### src/hw/rtl/ircu_pkg.sv
package ircu_pkg;

  localparam int SLOT_W = 9;
  localparam int SLOT_REACH = 512;
  localparam int KZS_W = 23;
  localparam int COORD_W = 31;

  typedef enum logic [1:0] {
    ACT_REQUEST  = 2'd0,
    ACT_COMPLETE = 2'd1,
    ACT_RELEASE  = 2'd2,
    ACT_UNKNOWN  = 2'd3
  } action_t;

  typedef enum logic [2:0] {
    ST_OWNER     = 3'd0,
    ST_JOINED    = 3'd1,
    ST_FULL      = 3'd2,
    ST_COMPLETED = 3'd3,
    ST_RELEASED  = 3'd4,
    ST_REJECTED  = 3'd5
  } status_t;

  typedef enum logic [2:0] {
    EX_IDLE,
    EX_READ,
    EX_SCAN,
    EX_SLOT,
    EX_WRITE,
    EX_OUT
  } ex_state_t;

  typedef struct packed {
    logic [1:0]         action;
    logic [1:0]         kind;
    logic [4:0]         zoom;
    logic [COORD_W-1:0] tile_x;
    logic [COORD_W-1:0] tile_y;
    logic [15:0]        tile_size;
    logic [SLOT_W-1:0]  slot_index;
    logic               success;
  } in_word_t;

  typedef struct packed {
    logic [2:0]        status;
    logic [SLOT_W-1:0] slot_out;
    logic              already_done;
    logic              job_ok;
    logic              freed;
  } out_word_t;

  typedef struct packed {
    in_word_t   word;
    logic       slot_ok;
  } cmd_t;

endpackage

### src/hw/rtl/ircu_front.sv
module ircu_front (
  input  logic               clk,
  input  logic               rst_n,
  input  logic               in_valid,
  output logic               in_ready,
  input  ircu_pkg::in_word_t in_data,
  output logic               q_valid,
  input  logic               q_ready,
  output ircu_pkg::in_word_t q_data
);
  import ircu_pkg::*;

  // two-entry queue between front and back
  in_word_t   buf_r [2];
  logic       wp_r, rp_r, wp_nxt, rp_nxt;
  logic [1:0] cnt_r, cnt_nxt;
  logic       push, pop;

  assign in_ready = (cnt_r != 2'd2);
  assign push     = in_valid && in_ready;
  assign q_valid  = (cnt_r != 2'd0);
  assign pop      = q_valid && q_ready;
  assign q_data   = buf_r[rp_r];

  always_comb begin
    wp_nxt  = push ? ~wp_r : wp_r;
    rp_nxt  = pop ? ~rp_r : rp_r;
    cnt_nxt = cnt_r + {1'b0, push} - {1'b0, pop};
  end

  always_ff @(posedge clk) begin
    if (!rst_n) begin
      wp_r  <= 1'b0;
      rp_r  <= 1'b0;
      cnt_r <= 2'd0;
    end else begin
      wp_r  <= wp_nxt;
      rp_r  <= rp_nxt;
      cnt_r <= cnt_nxt;
    end
    if (push) buf_r[wp_r] <= in_data;
  end
endmodule

### config.mk
export PLATFORM = sky130hd
export DESIGN_NAME = ircu_front
export DESIGN_NICKNAME = d
export VERILOG_FILES = /design/src/hw/rtl/ircu_pkg.sv /design/src/hw/rtl/ircu_front.sv
export SDC_FILE = /design/constraint.sdc
export NUM_CORES = 1
export LEC_CHECK = 0
export BUFFER_PORTS_ARGS = -buffer_cell sky130_fd_sc_hd__buf_2
export CORE_AREA = 2 2 131 133
export CTS_CLUSTER_SIZE = 28
export DETAILED_ROUTE_END_ITERATION = 12
export DIE_AREA = 0 0 133 135
export MAX_ROUTING_LAYER = met4
export PLACE_DENSITY_LB_ADDON = 0.05
export SETUP_SLACK_MARGIN = 0.4
export SYNTH_ARGS = -nofsm -noshare
export SYNTH_HDL_FRONTEND = slang
export SYNTH_SLANG_ARGS = --single-unit
### constraint.sdc
create_clock -name clk -period 7.87 [get_ports clk]
set_clock_uncertainty 0.1 [all_clocks]
set_input_delay 1.1805 -clock clk [delete_from_list [all_inputs] [get_ports clk]]
set_output_delay 1.1805 -clock clk [all_outputs]
set_load 0.005 [all_outputs]
==> results by group <==
Clock tree
  • PostCTS Resize Cnt: 0
  • Hold_buf cts: 0
  • Cts bufs inserted: 17
  • Clock Path Buffers: 2
  • Post CTS Setup Buffer Count: 0
  • Clock transition at path regs: 0.06 ns
  • Root Buffer: clkbuf_16
  • Clock Latency Late Sink: 0.41 ns
  • CTS tree: done
  • H-tree levels: 4
  • CTS sink cnt: 199

Logic synthesis
  • Distinct cells, synth: 18
  • Number of synthesized flops with an enable pin: 194
  • Yosys top cell area share: 0.793
  • Top cells by area, synth: edfxtp_1, mux2_2, mux2_4
  • Post-synth top flop: edfxtp_1
  • Register area share after synthesis: 0.806
  • Largest area contributor in the netlist: edfxtp_1
  • Mapped cell area: 7350 sq um
  • Syn. warnings: 0
  • Post-synthesis cell count: 326
  • Mapped Nets: 429
  • Syn avg cell area: 22.5 sq um
  • Flops & latches, synth: 199
  • Ys async rst share: 0

Setup path
  • Worst-path cell chain: buf_4 -> mux2_2 -> buf_2
  • Crit. End Element: primary output
  • Crit-path max FO: 66
  • Worst stage delay on the critical path: 0.90 ns
  • Crit path launch type: flip-flop
  • CP Class: reg2out
  • Data required time of the worst path: 6.59 ns
  • Worst Path Arrival: 2.55 ns
  • CP max stage cell: buf_4

Route
  • DR iter-0 viols: 203
  • DR pass1 iterations: 4
  • Wire length per cell: 17.0 um
  • Final ANT Viol Nets: 0
  • Total number of vias: 3,618
  • Detailed Route WL: 13,200 um
  • Via density: 4.67
  • Drt drc: 0

STA
  • RSZ-0062 raised after global routing: no
  • Max-slew violation count: 0
  • Final setup fails: 0
  • Setup TNS: 0 ns
  • Worst hold margin: 0.440 ns
  • Fin. Hold Viols: 0
  • Worst slew margin: 0.290
  • Actual slew at the worst max-slew pin: 1.06 ns
  • Setup WS post-layout: 4.04 ns
  • Fin crit share: 0.487
  • FMAX: 0.261 GHz
  • Post-route minimum period: 3.83 ns

GRT
  • GR Overflow Total: 0
  • First-pass GRT wire length: 20,300 um
  • Pin count of the biggest net entering global routing: 67
  • Initial antenna violation count: 4
  • Vias in the first global route: 3,878
  • Gr usage total: 0.156

Placement
  • Placed Cells: 738
  • Gpl congestion: 0.717
  • Post-DP HPWL: 8770 um
  • Post-placement setup slack: 4.42 ns
  • Placement Cell Area: 8580 sq um
  • IO buf count: 199

Layout
  • Post-Layout Cell Count: 774
  • Filler cells: 1,354
  • Design area: 9170 sq um
  • Multi-input logic area: 1350 sq um
  • Post-layout nets: 640
  • Ratio of cells with drive above 1 in the final layout: 0.607
  • Register Area: 5930 sq um
  • Layout area overhead: 24.8%
  • Final Util: 0.559

Floorplan
  • Die Y: 135 um
  • Die area: 18,000 sq um
  • Core region area: 16,400 sq um
  • Boundary Pins: 200
  • Row cnt: 47
  • Starting Density: 0.448
  • Die Wd: 133 um

Flow run
  • Max cap viols: 0

Pwr
  • Pwr Density: 309 nW/um^2
  • Max IR drop VDD: 0.157 mV
  • Overall Power: 2.83 mW
  • LEAKAGE: 3.45 nW

Hold path
  • HP Class: reg2reg

Status
  • Status: finished, final reports clean
[power by group]
| group | internal (mW) | switching [mW] | total (mW) |
|---|---|---|---|
| sequential | 1.33 | 0.0522 | 1.38 |
| combinational | 0.328 | 0.283 | 0.610 |
| clock | 0.470 | 0.370 | 0.840 |
| total | 2.13 | 0.706 | 2.83 |
[flip-flops by register name, indices dropped and copies added (netlist names), named ones only]
name and flops:
buf_r 194, cnt_r 2, rp_r 1, wp_r 1
[synth_stat cells, types with 2 or more instances]
library cell / count
and2_1: 2
ha_1: 2
edfxtp_1: 194
nand2_1: 2
mux2_4: 30
xnor2_1: 3
nor2b_1: 2
dfxtp_1: 5
nand2b_1: 2
buf_6: 5
mux2_2: 67
buf_2: 6
[logic make-up (layout without fill, tap and decap cells)]
family | count (synthesis) | in the layout | share of synthesized area
fa+ha+maj | 2 | 2 | 0.00340
other cells | 0 | 4 | 0
buf+inv | 12 | 236 | 0.0123
xor+xnor | 3 | 3 | 0.00358
mux | 98 | 98 | 0.165
compound gates | 1 | 1 | 0.00102
simple gates | 11 | 11 | 0.00834
flops | 199 | 199 | 0.806
[critical path, delay by kind of cell (launching register included)]
kind | cells | cell delay (ns)
buf+inv | 2 | 1.03
flops | 1 | 0.62
mux | 1 | 0.44
[path summary, 6_finish.rpt]
check / depth (start not counted) / startpoint / to / slack, ns
max: 3 / flip-flop / q_data[4] / 4.04
min: 2 / wp_r$_SDFFE_PN0N_ / wp_r$_SDFFE_PN0N_ / 0.44
max reg2reg: 4 / cnt_r[0]$_SDFF_PN0_ / buf_r[0][45]$_DFFE_PP_ / 5.41
min reg2reg: 2 / wp_r$_SDFFE_PN0N_ / wp_r$_SDFFE_PN0N_ / 0.44
[final cells by class]
type / instances / share of cell area
antenna: 4 / 0.00109
clock buffer: 18 / 0.0468
clock inverter: 14 / 0.0165
inverter: 1 / 0.000409
multi-input combinational: 115 / 0.147
sequential: 199 / 0.646
tap: 220 / 0.0300
timing repair buffer: 203 / 0.112
[cell usage in the layout (no fill, tap or decap)]
master	instances
o21a_1	1
clkinv_4	4
diode_2	4
nor2b_1	2
buf_4	4
clkinv_1	1
inv_6	2
dfxtp_4	1
nand2_1	2
edfxtp_1	194
clkbuf_1	1
xnor2_1	3
inv_1	1
clkbuf_16	17
mux2_2	67
and2_1	2
nor2_4	1
buf_2	199
nand2b_1	2
ha_1	2
clkinv_2	1
mux2_4	30
dfxtp_1	4
or2_2	1
mux2i_1	1
bufinv_16	2
clkinvlp_4	4
and3_4	1
[per-layer routing]
layer | wire, um | share of wire | global-route usage
met4 | 270 | 0.020 | 0.0687
met5 | 0 | 0 | -
met2 | 6550 | 0.50 | 0.252
met3 | 943 | 0.071 | 0.0544
met1 | 5420 | 0.41 | 0.177
No activity file was read; power rests on OpenSTA's default activity.
